===== src/design/scd_pkg.sv =====
// Shared types, scancode constants and keymap tables for the set-1 key decoder.
// No dependencies; every other design file except scd_if imports this package.
`default_nettype none

package scd_pkg;

  localparam int KEYMAP_ENTRIES = 128;
  localparam int TAB_ROWS       = 64;   // table rows past this are all zero
  localparam int APB_ADDR_W     = 3;

  // Register word index, compared against paddr[2]
  localparam logic REG_ASCII_ONLY = 1'b0;

  // Raw scancodes
  localparam logic [7:0] PREFIX_EXT = 8'hE0;
  localparam logic [6:0] SC_ESC     = 7'h01;
  localparam logic [6:0] SC_BKSP    = 7'h0E;
  localparam logic [6:0] SC_TAB     = 7'h0F;
  localparam logic [6:0] SC_ENTER   = 7'h1C;
  localparam logic [6:0] SC_CTRL    = 7'h1D;
  localparam logic [6:0] SC_LSHIFT  = 7'h2A;
  localparam logic [6:0] SC_RSHIFT  = 7'h36;
  localparam logic [6:0] SC_ALT     = 7'h38;
  localparam logic [6:0] SC_CAPS    = 7'h3A;
  localparam logic [6:0] SC_F1      = 7'h3B;
  localparam logic [6:0] SC_F10     = 7'h44;
  localparam logic [6:0] SC_F11     = 7'h57;
  localparam logic [6:0] SC_F12     = 7'h58;
  localparam logic [6:0] SC_META_L  = 7'h5B;
  localparam logic [6:0] SC_META_R  = 7'h5C;
  localparam logic [6:0] SC_UP      = 7'h48;
  localparam logic [6:0] SC_DOWN    = 7'h50;
  localparam logic [6:0] SC_LEFT    = 7'h4B;
  localparam logic [6:0] SC_RIGHT   = 7'h4D;
  localparam logic [6:0] SC_HOME    = 7'h47;
  localparam logic [6:0] SC_END     = 7'h4F;
  localparam logic [6:0] SC_PGUP    = 7'h49;
  localparam logic [6:0] SC_PGDN    = 7'h51;
  localparam logic [6:0] SC_INS     = 7'h52;
  localparam logic [6:0] SC_DEL     = 7'h53;

  // Key codes
  localparam logic [8:0] KC_NONE  = 9'h000;
  localparam logic [8:0] KC_ESC   = 9'h100;
  localparam logic [8:0] KC_BKSP  = 9'h101;
  localparam logic [8:0] KC_TAB   = 9'h102;
  localparam logic [8:0] KC_ENTER = 9'h103;
  localparam logic [8:0] KC_UP    = 9'h104;
  localparam logic [8:0] KC_DOWN  = 9'h105;
  localparam logic [8:0] KC_LEFT  = 9'h106;
  localparam logic [8:0] KC_RIGHT = 9'h107;
  localparam logic [8:0] KC_HOME  = 9'h108;
  localparam logic [8:0] KC_END   = 9'h109;
  localparam logic [8:0] KC_PGUP  = 9'h10A;
  localparam logic [8:0] KC_PGDN  = 9'h10B;
  localparam logic [8:0] KC_INS   = 9'h10C;
  localparam logic [8:0] KC_DEL   = 9'h10D;
  localparam logic [8:0] KC_F1    = 9'h10E;
  localparam logic [8:0] KC_F11   = 9'h118;
  localparam logic [8:0] KC_F12   = 9'h119;

  localparam logic [6:0] LOWER_TAB [TAB_ROWS] = '{
    7'h00, 7'h00, 7'h31, 7'h32, 7'h33, 7'h34, 7'h35, 7'h36,
    7'h37, 7'h38, 7'h39, 7'h30, 7'h2D, 7'h3D, 7'h08, 7'h09,
    7'h71, 7'h77, 7'h65, 7'h72, 7'h74, 7'h79, 7'h75, 7'h69,
    7'h6F, 7'h70, 7'h5B, 7'h5D, 7'h0A, 7'h00, 7'h61, 7'h73,
    7'h64, 7'h66, 7'h67, 7'h68, 7'h6A, 7'h6B, 7'h6C, 7'h3B,
    7'h27, 7'h60, 7'h00, 7'h5C, 7'h7A, 7'h78, 7'h63, 7'h76,
    7'h62, 7'h6E, 7'h6D, 7'h2C, 7'h2E, 7'h2F, 7'h00, 7'h2A,
    7'h00, 7'h20, 7'h00, 7'h00, 7'h00, 7'h00, 7'h00, 7'h00
  };

  localparam logic [6:0] UPPER_TAB [TAB_ROWS] = '{
    7'h00, 7'h00, 7'h21, 7'h40, 7'h23, 7'h24, 7'h25, 7'h5E,
    7'h26, 7'h2A, 7'h28, 7'h29, 7'h5F, 7'h2B, 7'h08, 7'h09,
    7'h51, 7'h57, 7'h45, 7'h52, 7'h54, 7'h59, 7'h55, 7'h49,
    7'h4F, 7'h50, 7'h7B, 7'h7D, 7'h0A, 7'h00, 7'h41, 7'h53,
    7'h44, 7'h46, 7'h47, 7'h48, 7'h4A, 7'h4B, 7'h4C, 7'h3A,
    7'h22, 7'h7E, 7'h00, 7'h7C, 7'h5A, 7'h58, 7'h43, 7'h56,
    7'h42, 7'h4E, 7'h4D, 7'h3C, 7'h3E, 7'h3F, 7'h00, 7'h2A,
    7'h00, 7'h20, 7'h00, 7'h00, 7'h00, 7'h00, 7'h00, 7'h00
  };

  typedef struct packed {
    logic ext;
    logic shift;
    logic caps;
    logic ctrl;
    logic alt;
    logic meta;
  } scd_state_t;

  typedef struct packed {
    logic       emit;
    logic [8:0] key_code;
    logic       released;
    logic [4:0] modifiers;
  } scd_result_t;

  function automatic logic [6:0] lower_char(input logic [6:0] c);
    return c[6] ? 7'h00 : LOWER_TAB[c[5:0]];
  endfunction

  function automatic logic [6:0] upper_char(input logic [6:0] c);
    return c[6] ? 7'h00 : UPPER_TAB[c[5:0]];
  endfunction

  function automatic logic [8:0] nav_key(input logic [6:0] c);
    logic [8:0] k;
    unique case (c)
      SC_UP:    k = KC_UP;
      SC_DOWN:  k = KC_DOWN;
      SC_LEFT:  k = KC_LEFT;
      SC_RIGHT: k = KC_RIGHT;
      SC_HOME:  k = KC_HOME;
      SC_END:   k = KC_END;
      SC_PGUP:  k = KC_PGUP;
      SC_PGDN:  k = KC_PGDN;
      SC_INS:   k = KC_INS;
      SC_DEL:   k = KC_DEL;
      default:  k = KC_NONE;
    endcase
    return k;
  endfunction

endpackage

`default_nettype wire


===== src/design/scd_if.sv =====
// Valid/ready channel interfaces for scan bytes in and key events out.
// No dependencies.
`default_nettype none

interface scd_scan_if;
  logic       valid;
  logic       ready;
  logic [7:0] scan_byte;

  modport source (output valid, output scan_byte, input ready);
  modport sink (input valid, input scan_byte, output ready);
endinterface

interface scd_key_if;
  logic       valid;
  logic       ready;
  logic [8:0] key_code;
  logic       released;
  logic [4:0] modifiers;

  modport source (output valid, output key_code, output released, output modifiers,
                  input ready);
  modport sink (input valid, input key_code, input released, input modifiers,
                output ready);
endinterface

`default_nettype wire


===== src/design/scancode_set1_key_decoder.sv =====
// Set-1 scancode key decoder, top level.
// Datapath: input register, one decode pass, result register.
// Throughput: one scan byte per cycle unless key_out stalls the result register.
// Reset clears the prefix flag, all modifier bits, the mode bit and both valid stages.
// Depends on scd_pkg, scd_if, scd_cfg and scd_decode.
`default_nettype none

module scancode_set1_key_decoder (
  input  wire logic                          clk,
  input  wire logic                          rst,
  scd_scan_if.sink                           scan_in,
  scd_key_if.source                          key_out,
  input  wire logic                          psel,
  input  wire logic                          penable,
  input  wire logic                          pwrite,
  input  wire logic [scd_pkg::APB_ADDR_W-1:0] paddr,
  input  wire logic [31:0]                   pwdata,
  output logic [31:0]                        prdata,
  output logic                               pready
);
  import scd_pkg::*;

  logic        ascii_only;
  logic        s1_valid;
  logic [7:0]  s1_byte;
  scd_state_t  state;
  scd_state_t  state_next;
  scd_result_t result;
  logic        out_valid;
  logic [8:0]  out_code;
  logic        out_rel;
  logic [4:0]  out_mods;
  logic        advance;

  scd_cfg u_cfg (
    .clk        (clk),
    .rst        (rst),
    .psel       (psel),
    .penable    (penable),
    .pwrite     (pwrite),
    .paddr      (paddr),
    .pwdata     (pwdata),
    .prdata     (prdata),
    .pready     (pready),
    .ascii_only (ascii_only)
  );

  scd_decode u_decode (
    .scan_byte  (s1_byte),
    .ascii_only (ascii_only),
    .state      (state),
    .state_next (state_next),
    .result     (result)
  );

  // result register frees up when empty or being taken
  assign advance       = !out_valid || key_out.ready;
  assign scan_in.ready = !s1_valid || advance;

  always_ff @(posedge clk) begin
    if (rst) begin
      s1_valid  <= 1'b0;
      out_valid <= 1'b0;
      state     <= '0;
    end else begin
      if (scan_in.ready) s1_valid <= scan_in.valid;
      if (s1_valid && advance) state <= state_next;
      if (advance) out_valid <= s1_valid && result.emit;
    end
  end

  always_ff @(posedge clk) begin
    if (scan_in.valid && scan_in.ready) s1_byte <= scan_in.scan_byte;
    if (s1_valid && advance) begin
      out_code <= result.key_code;
      out_rel  <= result.released;
      out_mods <= result.modifiers;
    end
  end

  assign key_out.valid     = out_valid;
  assign key_out.key_code  = out_code;
  assign key_out.released  = out_rel;
  assign key_out.modifiers = out_mods;

endmodule

`default_nettype wire


===== src/design/scd_cfg.sv =====
// APB register block holding the ascii_only mode bit.
// Depends on scd_pkg.
`default_nettype none

module scd_cfg (
  input  wire logic                          clk,
  input  wire logic                          rst,
  input  wire logic                          psel,
  input  wire logic                          penable,
  input  wire logic                          pwrite,
  input  wire logic [scd_pkg::APB_ADDR_W-1:0] paddr,
  input  wire logic [31:0]                   pwdata,
  output logic [31:0]                        prdata,
  output logic                               pready,
  output logic                               ascii_only
);
  import scd_pkg::*;

  logic wr_en;

  assign pready = 1'b1;
  assign wr_en  = psel && penable && pwrite && (paddr[2] == REG_ASCII_ONLY);

  always_ff @(posedge clk) begin
    if (rst) begin
      ascii_only <= 1'b0;
    end else if (wr_en) begin
      ascii_only <= pwdata[0];
    end
  end

  always_comb begin
    prdata = '0;
    if (paddr[2] == REG_ASCII_ONLY) begin
      prdata = {31'b0, ascii_only};
    end
  end

endmodule

`default_nettype wire


===== src/design/scd_decode.sv =====
// Single-pass decode of one scan byte: next modifier/prefix state and event.
// Depends on scd_pkg for tables, scancodes and key codes.
`default_nettype none

module scd_decode (
  input  wire logic [7:0]          scan_byte,
  input  wire logic                ascii_only,
  input  wire scd_pkg::scd_state_t state,
  output scd_pkg::scd_state_t      state_next,
  output scd_pkg::scd_result_t     result
);
  import scd_pkg::*;

  logic       rel;
  logic [6:0] c;
  logic [6:0] lo;
  logic [6:0] hi;
  logic       letter;
  logic       up;
  logic [6:0] chr;
  logic [8:0] nav;
  logic [8:0] fk;
  logic       is_fk;
  logic       emit;
  logic [8:0] code;

  assign rel    = scan_byte[7];
  assign c      = scan_byte[6:0];
  assign lo     = lower_char(c);
  assign hi     = upper_char(c);
  assign letter = (lo >= 7'h61) && (lo <= 7'h7A);
  assign up     = letter ? (state.shift ^ state.caps) : state.shift;
  assign chr    = up ? hi : lo;
  assign nav    = nav_key(c);

  always_comb begin
    fk    = KC_NONE;
    is_fk = 1'b0;
    if (c >= SC_F1 && c <= SC_F10) begin
      fk    = KC_F1 + ({2'b00, c} - {2'b00, SC_F1});
      is_fk = 1'b1;
    end else if (c == SC_F11) begin
      fk    = KC_F11;
      is_fk = 1'b1;
    end else if (c == SC_F12) begin
      fk    = KC_F12;
      is_fk = 1'b1;
    end
  end

  always_comb begin
    state_next = state;
    emit       = 1'b0;
    code       = KC_NONE;
    if (scan_byte == PREFIX_EXT) begin
      state_next.ext = 1'b1;
    end else begin
      state_next.ext = 1'b0;
      if (ascii_only) begin
        // only shift and caps are tracked; extended bytes drop out
        if (!state.ext) begin
          if (c == SC_LSHIFT || c == SC_RSHIFT) begin
            state_next.shift = !rel;
          end else if (c == SC_CAPS) begin
            if (!rel) state_next.caps = !state.caps;
          end else if (!rel && lo != 7'h00) begin
            emit = 1'b1;
            code = {2'b00, chr};
          end
        end
      end else if (state.ext) begin
        if (c == SC_CTRL) begin
          state_next.ctrl = !rel;
          emit            = 1'b1;
        end else if (c == SC_ALT) begin
          state_next.alt = !rel;
          emit           = 1'b1;
        end else if (c == SC_META_L || c == SC_META_R) begin
          state_next.meta = !rel;
          emit            = 1'b1;
        end else if (nav != KC_NONE) begin
          emit = 1'b1;
          code = nav;
        end
      end else begin
        if (c == SC_LSHIFT || c == SC_RSHIFT) begin
          state_next.shift = !rel;
          emit             = 1'b1;
        end else if (c == SC_CTRL) begin
          state_next.ctrl = !rel;
          emit            = 1'b1;
        end else if (c == SC_ALT) begin
          state_next.alt = !rel;
          emit           = 1'b1;
        end else if (c == SC_CAPS) begin
          if (!rel) state_next.caps = !state.caps;
          emit = 1'b1;
        end else if (c == SC_ESC) begin
          emit = 1'b1;
          code = KC_ESC;
        end else if (c == SC_BKSP) begin
          emit = 1'b1;
          code = KC_BKSP;
        end else if (c == SC_TAB) begin
          emit = 1'b1;
          code = KC_TAB;
        end else if (c == SC_ENTER) begin
          emit = 1'b1;
          code = KC_ENTER;
        end else if (is_fk) begin
          emit = 1'b1;
          code = fk;
        end else if (lo != 7'h00) begin
          emit = 1'b1;
          code = {2'b00, chr};
        end
      end
    end
  end

  always_comb begin
    result.emit      = emit;
    result.key_code  = code;
    result.released  = rel && !ascii_only;
    result.modifiers = {state_next.caps, state_next.meta, state_next.alt,
                        state_next.ctrl, state_next.shift};
  end

endmodule

`default_nettype wire

===== src/flat_wrapper.sv =====
// flat-port wrapper written by rule: the top's interface ports become plain ports
module scancode_set1_key_decoder_flat import scd_pkg::*;
  (clk, rst, psel, penable, pwrite, paddr, pwdata, prdata, pready, scan_in_valid, scan_in_scan_byte, scan_in_ready, key_out_valid, key_out_key_code, key_out_released, key_out_modifiers, key_out_ready);
  scd_scan_if scan_in_i ();
  scd_key_if key_out_i ();
  input  wire logic clk;
  input  wire logic rst;
  input  wire logic psel;
  input  wire logic penable;
  input  wire logic pwrite;
  input  wire logic [scd_pkg::APB_ADDR_W-1:0] paddr;
  input  wire logic [31:0] pwdata;
  output logic [31:0] prdata;
  output logic pready;
  input wire logic [$bits(scan_in_i.valid)-1:0] scan_in_valid;
  input wire logic [$bits(scan_in_i.scan_byte)-1:0] scan_in_scan_byte;
  output wire logic [$bits(scan_in_i.ready)-1:0] scan_in_ready;
  output wire logic [$bits(key_out_i.valid)-1:0] key_out_valid;
  output wire logic [$bits(key_out_i.key_code)-1:0] key_out_key_code;
  output wire logic [$bits(key_out_i.released)-1:0] key_out_released;
  output wire logic [$bits(key_out_i.modifiers)-1:0] key_out_modifiers;
  input wire logic [$bits(key_out_i.ready)-1:0] key_out_ready;
  assign scan_in_i.valid = scan_in_valid;
  assign scan_in_i.scan_byte = scan_in_scan_byte;
  assign scan_in_ready = scan_in_i.ready;
  assign key_out_valid = key_out_i.valid;
  assign key_out_key_code = key_out_i.key_code;
  assign key_out_released = key_out_i.released;
  assign key_out_modifiers = key_out_i.modifiers;
  assign key_out_i.ready = key_out_ready;
  scancode_set1_key_decoder u_core (.clk(clk), .rst(rst), .scan_in(scan_in_i), .key_out(key_out_i), .psel(psel), .penable(penable), .pwrite(pwrite), .paddr(paddr), .pwdata(pwdata), .prdata(prdata), .pready(pready));
endmodule

===== config.mk =====
export PLATFORM = sky130hd
export DESIGN_NAME = scancode_set1_key_decoder_flat
export DESIGN_NICKNAME = d
export VERILOG_FILES = /design/src/design/scd_pkg.sv /design/src/design/scd_if.sv /design/src/design/scancode_set1_key_decoder.sv /design/src/design/scd_cfg.sv /design/src/design/scd_decode.sv /design/src/flat_wrapper.sv
export SDC_FILE = /design/constraint.sdc
export NUM_CORES = 1
export LEC_CHECK = 0
export BUFFER_PORTS_ARGS = -buffer_cell sky130_fd_sc_hd__buf_2
export CAP_MARGIN = 20
export CORE_ASPECT_RATIO = 0.5
export CORE_MARGIN = 2
export CORE_UTILIZATION = 45
export DETAILED_ROUTE_END_ITERATION = 10
export PLACE_DENSITY = 0.7
export SLEW_MARGIN = 20
export SYNTH_ARGS = -nofsm -noshare
export SYNTH_HDL_FRONTEND = slang
export SYNTH_SLANG_ARGS = --single-unit

===== constraint.sdc =====
create_clock -name clk -period 6.4 [get_ports clk]
set_input_delay 0.32 -clock clk [delete_from_list [all_inputs] [get_ports clk]]
set_output_delay 0.32 -clock clk [all_outputs]
set_load 0.01 [all_outputs]

==> results of run 1 <==
## power breakdown
| part | internal (mW) | switching [mW] |
|---|---|---|
| Sequential | 0.234 | 0.0144 |
| Combinational | 0.0661 | 0.111 |
| Clock | 0.167 | 0.0955 |
| Total | 0.467 | 0.221 |
## cells by family (layout without fill, tap and decap cells)
kind of cell | after synthesis | after routing | share of synthesized area, %
xor+xnor | 10 | 10 | 2.98
flops | 32 | 32 | 24.4
simple gates | 164 | 164 | 23.3
fa+ha+maj | 17 | 17 | 5.96
other cells | 2 | 32 | 0.210
compound gates | 130 | 130 | 25.6
buf+inv | 80 | 65 | 13.5
mux | 13 | 13 | 4.10
## final timing paths
kind                                      startpoint                          to  slack, ns  cells past startpoint
worst max register to register     u_core.s1_byte[0]  u_core.key_out.key_code[3]       2.02                     11
worst min register to register       u_core.state[2]             u_core.state[2]       0.51                      2
worst max-delay path               u_core.s1_byte[0]  u_core.key_out.key_code[3]       2.02                     11
worst min-delay path            scan_in_scan_byte[6]           u_core.s1_byte[6]       0.21                      1
## through the flow
| step | hold WS (ns) | total power [mW] |
|---|---|---|
| global route | 0.201 | 0.718 |
| global placement | 0.475 | 0.423 |
| CTS | 0.203 | 0.685 |
| detailed placement | 0.490 | 0.424 |
| finish | 0.207 | 0.688 |
| floorplan | 0.419 | 0.399 |
## routing by layer
layer / GRT usage [%] / vias up / part of all wire (%)
met5: 0 / - / 0
met4: 6.99 / 0 / 1.8
met3: 6.51 / 16 / 11
met2: 34.4 / 236 / 41
met1: 33.0 / 1590 / 46
li1: - / 1603 / -
## synthesized netlist by cell type, drive strengths merged (10+ instances only)
master | instances | area share (%)
nand2 | 35 | 3.7
ha | 17 | 6.0
a21oi | 35 | 4.9
nor2b | 13 | 2.3
inv | 19 | 2.0
buf | 51 | 10
nor2 | 47 | 4.9
nor3 | 10 | 1.4
nand2b | 10 | 1.8
nand3 | 11 | 1.5
edfxtp | 23 | 19
o21ai | 22 | 3.1
## placed cells by master, fill, tap and decap left out, types with 3 or more instances in the layout
cell / netlist / final
nor2_1: 47 / 47
a21oi_1: 35 / 35
nand2_1: 35 / 35
buf_2: 9 / 34
conb_1: 2 / 32
edfxtp_1: 23 / 23
o21ai_0: 19 / 19
inv_1: 18 / 18
ha_1: 17 / 17
nor2b_1: 13 / 13
nand3_1: 11 / 11
nand2b_1: 10 / 10
nor3_1: 10 / 10
a211oi_1: 9 / 9
mux2i_1: 9 / 9
dfxtp_1: 9 / 9
xnor2_1: 8 / 8
o22ai_1: 6 / 6
clkbuf_16: 0 / 6
and2_1: 5 / 5
or2_2: 5 / 5
a31oi_1: 5 / 5
o221ai_1: 5 / 5
a22oi_1: 5 / 5
nor4_1: 4 / 4
or3_1: 4 / 4
a221o_1: 4 / 4
nand3b_1: 3 / 3
or4_1: 3 / 3
nand4b_1: 3 / 3
o21ai_1: 3 / 3
o21a_1: 3 / 3
o32ai_1: 3 / 3
buf_4: 33 / 3
## registers in the layout, indices dropped and copies added, names as in the netlist
signal                    count
u_core.key_out.key_code       9
u_core.s1_byte                8
u_core.state                  6
u_core.key_out.modifiers      5
u_core.key_out.released       1
u_core.key_out.valid          1
u_core.s1_valid               1
u_core.u_cfg.ascii_only       1
## area by class of cell
| cell class | count | area, um2 |
|---|---|---|
| flip-flops and latches | 32 | 871 |
| fillers | 740 | 3750 |
| multi-input cells | 366 | 2330 |
| well taps | 108 | 135 |
| clock buffers | 6 | 150 |
| repair buffers | 37 | 193 |
| clock inverters | 2 | 12.5 |
| inverters | 20 | 75.1 |
==> run metrics, run 1 <==
outcome=complete, no violations; Std-Cell Rows=22; largest net degree at the start of global routing=56; dpl ws=between 2 and 2.5 ns; Hold Buf Count CTS=0; Max H-tree Level=2; Final Hold Fails=0; total track usage=23.4%; number of antenna violations at the first check in global routing=0; flops & latches, synth=32; sequential area share after synthesis=24.4%; vias in the first global route=2951; core area=7510 um2; critical path, cell by cell=inv_1 > ha_1 > or2_4 > a311o_1 > o211ai_2 > nor4_1 > a211o_2 > nor2b_1 > o221ai_1 > a31oi_1 > a21oi_1; diodes inserted=0; mapped cell area=~3600 um2; CTS root buf=clkbuf_16; CP required=6.43 ns; Worst setup EP type=flip-flop; hpwl dp=about 7.0 mm; Crit-path slowest cell=edfxtp_1; Slew Limit Fails=0; WP buf/inv=1; DRC errors left=0; Die W=130 um; unrepaired setup endpoints after global routing=no; Fin Setup TNS=0 ns; slew margin rel.=31.7%; CTS tree=done; cell area after layout=~3800 um2; synthesized area per cell=7.97 um2; Final Core Density=50.1%; clock slew seen by the registers of the worst setup and hold paths=0.05 ns; period utilization=68.4%; Placed Cells=around 560; Leak=approximately 1.5 nW; maxcap violations=0; Detail Route Antenna Nets=0; Top FF cell, synth=edfxtp_1; CTS Sinks=32; die area=8710 um2; post-place instance area=3610 um2; Top-Level Pins=100; layout cells sized above 1=14.5%; Post-CTS Resized=0; Cell Pwr Density=183 nW/um2; clock skew=about 0.0073 ns; YS warnings=0; vias per cell=slightly above 6; Final Setup Violations=0; peak supply drop=0.108 mV; path type of the worst min-delay path=in2reg; Startpoint Class=flip-flop; CP arrival=4.41 ns; final std cells w/o fill=571; Synth cell types=80; Layout Nets=529; Clk Latency, worst-skew pair=0.29 ns; Initial Utilization=between 40% and 50%; Area Overhead vs Synth=5.54%; Worst Max-Slew Pin Slew=1.02 ns; Congestion Overflow GR=0; setup ws final=2.02 ns; CP top delay family=compound AO/OA/AOI/OAI gates; length of the first detailed-routing pass in iterations=5; cell count after synthesis=448; Routed WL per cell=around 17 um; EDFF count, synth=23; port bufs=34; fraction of registers with async set/reset=0%; CP max stage delay=0.75 ns; first-pass GRT wire length=15.4 mm; TritonCTS Buffers=5; critical path class=reg2reg; clock buffer depth=2; vias=3445; Iteration-0 DRC Markers=475; final wirelength=9.66 mm; Routability Congestion=0.976; Post-CTS Repair Setup Buffers=0; Period minus WS final=between 4 and 5 ns; critical path peak fanout=17; Die H=67.0 um; Max Clk Rate=228 MHz
Note: power is estimated with default switching activity, not from simulation.
==> run 2, diff against run 1 <==
Clock period 6.4 ns to 4.15 ns, I/O delays scaled along.
==> run 2 against run 1 <==
Via count about the same. First-iteration DRC count up 15%. Core utilization up 1.8 points. Critical path type unchanged.
==> run metrics, run 2 (synthesis gave the netlist of run 1 again) <==
Slew Limit Fails=0 (unchanged); Die H=67.0 um (unchanged); Startpoint Class=flip-flop; layout cells sized above 1=17.5% (+3.0 points); length of the first detailed-routing pass in iterations=6 (+1); Layout fillers=728 (-1.6%); CP max stage delay=0.71 ns (-0.04 ns); diodes inserted=0 (unchanged); max FFs per register=9 (unchanged); number of antenna violations at the first check in global routing=0 (unchanged); Cell Int Power=0.757 mW (+62%); critical path peak fanout=16 (-1); critical path class=reg2reg; peak supply drop=0.142 mV (+31%); Worst setup EP type=flip-flop; vias=3444 (-0.029%); Post-CTS Resized=0 (unchanged); Max H-tree Level=2 (unchanged); total track usage=24.3% (+0.98 points); Switching Fraction=30.6% (-1.5 points); Final Setup Violations=0 (unchanged); largest net degree at the start of global routing=51 (-8.9%); reg-to-reg endpoint=u_core.key_out.key_code[3]; unrepaired setup endpoints after global routing=no; combinational share of power=27.0% (+1.3 points); critical path, cell by cell=inv_1 > a221o_1 > a221oi_2 > nand4b_1 > a211o_2 > nor2b_1 > o221ai_1 > a31oi_1 > a21oi_1; Initial Utilization=47.5% (unchanged); Iteration-0 DRC Markers=546 (+15%); Period minus WS final=3.93 ns (-0.448 ns); Std-Cell Rows=22 (unchanged); CTS tree=done; core area=7510 um2 (unchanged); sequential share of power=34.8% (-1.3 points); WP buf/inv=1 (unchanged); final wirelength=10.1 mm (+4.9%); Placed Cells=581 (+3.2%); Layout Nets=547 (+3.4%); worst reg-to-reg setup slack=0.22 ns (-1.80 ns); slew margin rel.=31.9% (+0.17 points); Psw=0.334 mW (+51%); vias per cell=5.85 (-3.1%); first-pass GRT wire length=16.0 mm (+3.3%); Cell Pwr Density=279 nW/um2 (+53%); CP arrival=3.95 ns (-0.46 ns); CP top delay family=compound AO/OA/AOI/OAI gates; min-delay src=scan_in_scan_byte[0]; Congestion Overflow GR=0 (unchanged); final std cells w/o fill=589 (+3.2%); clock skew=0.00430 ns (-0.00297 ns); end of the worst hold path=u_core.s1_byte[0]; Clk Latency, worst-skew pair=0.28 ns (about the same); Worst Max-Slew Pin Slew=1.02 ns (-0.00253 ns); vias in the first global route=2948 (-0.10%); maxcap violations=0 (unchanged); clock buffer depth=2 (unchanged); path type of the worst min-delay path=in2reg; most frequent cells in the layout=nor2_1 (47), a21oi_1 (35), nand2_1 (35), buf_2 (34), conb_1 (32); Leak=1.58 nW (+6.0%); commonest non-fill, non-tap cell in the layout=nor2_1; Top-Level Pins=100 (unchanged); outcome=complete, no violations; clock slew seen by the registers of the worst setup and hold paths=0.05 ns (about the same); hpwl dp=7.73 mm (+11%); Area Overhead vs Synth=9.36%; Max Clk Rate=255 MHz (+11%); Die W=130 um (unchanged); Hold Buf Count CTS=0 (unchanged); Final Total Pwr=1.09 mW (+58%); period utilization=94.7% (+26 points); Routability Congestion=0.960 (-1.6%); power share of the clock group=38.2% (about the same); Detail Route Antenna Nets=0 (unchanged); worst r2r path cells=9 (-2); multi-input combinational cell area=2330 um2 (unchanged); TritonCTS Buffers=5 (unchanged); Crit-path slowest cell=edfxtp_1; WHS Path Cells=1 (unchanged); FF/Latch Area=871 um2 (unchanged); Routed WL per cell=17.2 um (+1.7%); DRC errors left=0 (unchanged); Post-CTS Repair Setup Buffers=0 (unchanged); CTS Sinks=32 (unchanged); CTS root buf=clkbuf_16; reg-to-reg startpoint=u_core.s1_byte[3]; Final Hold Fails=0 (unchanged); port bufs=34 (unchanged); CP required=4.17 ns (-2.26 ns); die area=8710 um2 (unchanged); Fin Setup TNS=0 ns (unchanged)
==> run 2: area by class of cell <==
type | instances | share of cell area [%]
Clock inverter | 2 | 0.897
Tap cell | 108 | 3.46
Sequential cell | 32 | 22.3
Inverter | 20 | 1.92
Timing Repair Buffer | 55 | 8.39
Multi-Input combinational cell | 366 | 59.7
Clock buffer | 6 | 3.30
==> run 2: per-stage QoR <==
step | area [um2] | hold WS [ns] | util, % | setup slack (ns)
after detailed placement | 3740 | 0.386 | 49.8 | 0.380
after floorplan | 3680 | 0.306 | - | 0.470
after global placement | 3740 | 0.385 | 49.8 | 0.401
after CTS | 3910 | 0.0955 | 52.0 | 0.356
final | 3910 | 0.101 | 52.0 | 0.221
after global routing | 3910 | 0.0936 | 52.0 | 0.0398
==> run 2: how the worst max path moves through the flow <==
| stage | start | to | slack (ns) | cells past startpoint |
|---|---|---|---|---|
| floorplan | u_core.s1_byte[0] | u_core.key_out.key_code[0] | 0.47 | 13 |
| global placement | u_core.s1_byte[0] | u_core.key_out.key_code[3] | 0.40 | 11 |
| detailed placement | u_core.s1_byte[3] | u_core.key_out.key_code[3] | 0.38 | 9 |
| CTS | u_core.s1_byte[3] | u_core.key_out.key_code[3] | 0.36 | 9 |
| global route | u_core.s1_byte[3] | u_core.key_out.key_code[3] | 0.04 | 9 |
| finish | u_core.s1_byte[3] | u_core.key_out.key_code[3] | 0.22 | 9 |
==> run 2: power by group through the flow <==
stage | Combinational [mW] | Sequential (mW) | Clock [mW]
2_1_floorplan | 0.236 | 0.380 | 0
3_3_place_gp | 0.285 | 0.385 | 0
3_5_place_dp | 0.286 | 0.385 | 0
4_1_cts | 0.288 | 0.379 | 0.422
5_1_grt | 0.322 | 0.381 | 0.440
6_report | 0.295 | 0.379 | 0.417
==> run 2: routing by layer <==
| layer | vias up | track usage, % | wire (um) |
|---|---|---|---|
| met5 | - | 0 | 0 |
| met4 | 0 | 4.84 | 99 |
| met3 | 16 | 6.75 | 1250 |
| met2 | 239 | 35.5 | 4190 |
| met1 | 1545 | 35.5 | 4590 |
| li1 | 1644 | - | - |
==> run 3, diff against run 2 <==
Clock period 4.15 ns to 4.4 ns, I/O delays scaled along.
==> run 3 against run 2 <==
Total power shrank 7.5%. Global-route usage fell by 0.86 points. Final area is 1.2% lower. Non-clock buffer count down 6. Critical path type unchanged. Critical endpoint is now u_core.key_out.key_code[2].
==> run metrics, run 3 (synthesis gave the netlist of run 1 again) <==
Initial Utilization=47.5% (unchanged); Std-Cell Rows=22 (unchanged); Startpoint Class=flip-flop; maxcap violations=0 (unchanged); layout cells sized above 1=16.6% (-0.83 points); Max Clk Rate=268 MHz (+5.1%); Top-Level Pins=100 (unchanged); total track usage=23.5% (-0.86 points); Layout fillers=725 (-0.41%); period utilization=84.9% (-9.7 points); critical path class=reg2reg; Placed Cells=575 (-1.0%); Worst setup EP type=flip-flop; vias in the first global route=2934 (-0.47%); TritonCTS Buffers=5 (unchanged); worst setup path startpoint=u_core.s1_byte[1]; CTS root buf=clkbuf_16; Post-CTS Repair Setup Buffers=0 (unchanged); Post-CTS Resized=0 (unchanged); Worst Max-Slew Pin Slew=1.00 ns (-0.0202 ns); Cell Pwr Density=262 nW/um2 (-6.4%); Die W=130 um (unchanged); Max H-tree Level=2 (unchanged); commonest non-fill, non-tap cell in the layout=nor2_1; Final Setup Violations=0 (unchanged); Routability Congestion=0.995 (+3.6%); critical path peak fanout=15 (-1); max FFs per register=9 (unchanged); CTS tree=done; reg-to-reg startpoint=u_core.s1_byte[1]; diodes inserted=0 (unchanged); Slew Limit Fails=0 (unchanged); post-place instance area=3700 um2 (-1.2%); number of antenna violations at the first check in global routing=0 (unchanged); vias=3473 (+0.84%); DRC errors left=0 (unchanged); Leak=1.55 nW (-1.9%); Final Core Density=51.3% (-0.62 points); clock skew=0.00196 ns (-0.00234 ns); slew margin rel.=33.3% (+1.3 points); port bufs=34 (unchanged); CP arrival=3.76 ns (-0.19 ns); Congestion Overflow GR=0 (unchanged); hpwl dp=7.44 mm (-3.8%); Routed WL per cell=17.2 um (-0.24%); CTS Sinks=32 (unchanged); vias per cell=5.96 (+1.9%); Layout Nets=541 (-1.1%); unrepaired setup endpoints after global routing=no; most frequent cells in the layout=nor2_1 (47), a21oi_1 (35), nand2_1 (35), buf_2 (34), conb_1 (32); Period minus WS final=3.74 ns (-0.191 ns); Die H=67.0 um (unchanged); die area=8710 um2 (unchanged); first-pass GRT wire length=15.4 mm (-3.3%); length of the first detailed-routing pass in iterations=5 (-1); largest net degree at the start of global routing=53 (+3.9%); cell area after layout=3860 um2 (-1.2%); path type of the worst min-delay path=in2reg; Clk Latency, worst-skew pair=0.29 ns (about the same); outcome=complete, no violations; Final Total Pwr=1.01 mW (-7.5%); final wirelength=10.0 mm (-1.3%); Fin Setup TNS=0 ns (unchanged); clock buffer depth=2 (unchanged); Detail Route Antenna Nets=0 (unchanged); Final Hold Fails=0 (unchanged); Hold Buf Count CTS=0 (unchanged); peak supply drop=0.119 mV (-16%); CP required=4.42 ns (+0.25 ns); Area Overhead vs Synth=8.06%; min-delay src=scan_in_scan_byte[6]; final std cells w/o fill=583 (-1.0%); Iteration-0 DRC Markers=555 (+1.6%); core area=7510 um2 (unchanged); clock slew seen by the registers of the worst setup and hold paths=0.05 ns (about the same)
==> run 3: metrics by stage <==
stage	hold slack, ns	worst slack, ns
finish	0.106	0.663
global route	0.0993	0.520
CTS	0.105	0.679
detailed placement	0.398	0.702
global placement	0.398	0.757
floorplan	0.319	0.720
==> run 3: cell type report <==
class                           instances  area, um2  area share (%)
Inverter                               20       75.1            1.95
Clock inverter                          2       12.5           0.324
Sequential cell                        32        871            22.6
Clock buffer                            6        150            3.89
Tap cell                              108        135            3.50
Timing Repair Buffer                   49        283            7.33
Multi-Input combinational cell        366       2330            60.4
==> run 3: path summary, 6_finish.rpt <==
kind / to / slack [ns] / cells after the start
max: u_core.key_out.key_code[2] / 0.66 / 13
min: u_core.s1_byte[6] / 0.11 / 1
max reg2reg: u_core.key_out.key_code[2] / 0.66 / 13
min reg2reg: u_core.state[1] / 0.49 / 2
==> run 3: where the power goes <==
group          internal, mW  switching (mW)  leakage, nW  total, mW
clock                 0.243           0.137       0.0780      0.380
sequential            0.341          0.0107        0.293      0.351
combinational         0.103           0.175         1.18      0.278
total                 0.687           0.323         1.55       1.01
==> run 3: routing by layer <==
metal / global-route usage, % / vias to the layer above / wire (um)
li1: - / 1622 / -
met1: 33.8 / 1587 / 4570
met2: 34.9 / 243 / 4060
met3: 5.78 / 21 / 1200
met4: 5.78 / 0 / 168
met5: 0 / - / 0
==> run 3: worst max-delay path, cell delays in order (launching register included) <==
cell	delay, ns
edfxtp_1	0.40
buf_4	0.22
ha_1	0.34
inv_1	0.18
ha_1	0.20
nor3b_1	0.06
a311o_1	0.35
o211ai_2	0.27
o21ai_1	0.10
or4_1	0.43
or3_4	0.44
and2_1	0.21
a21oi_1	0.13
o21ai_0	0.12
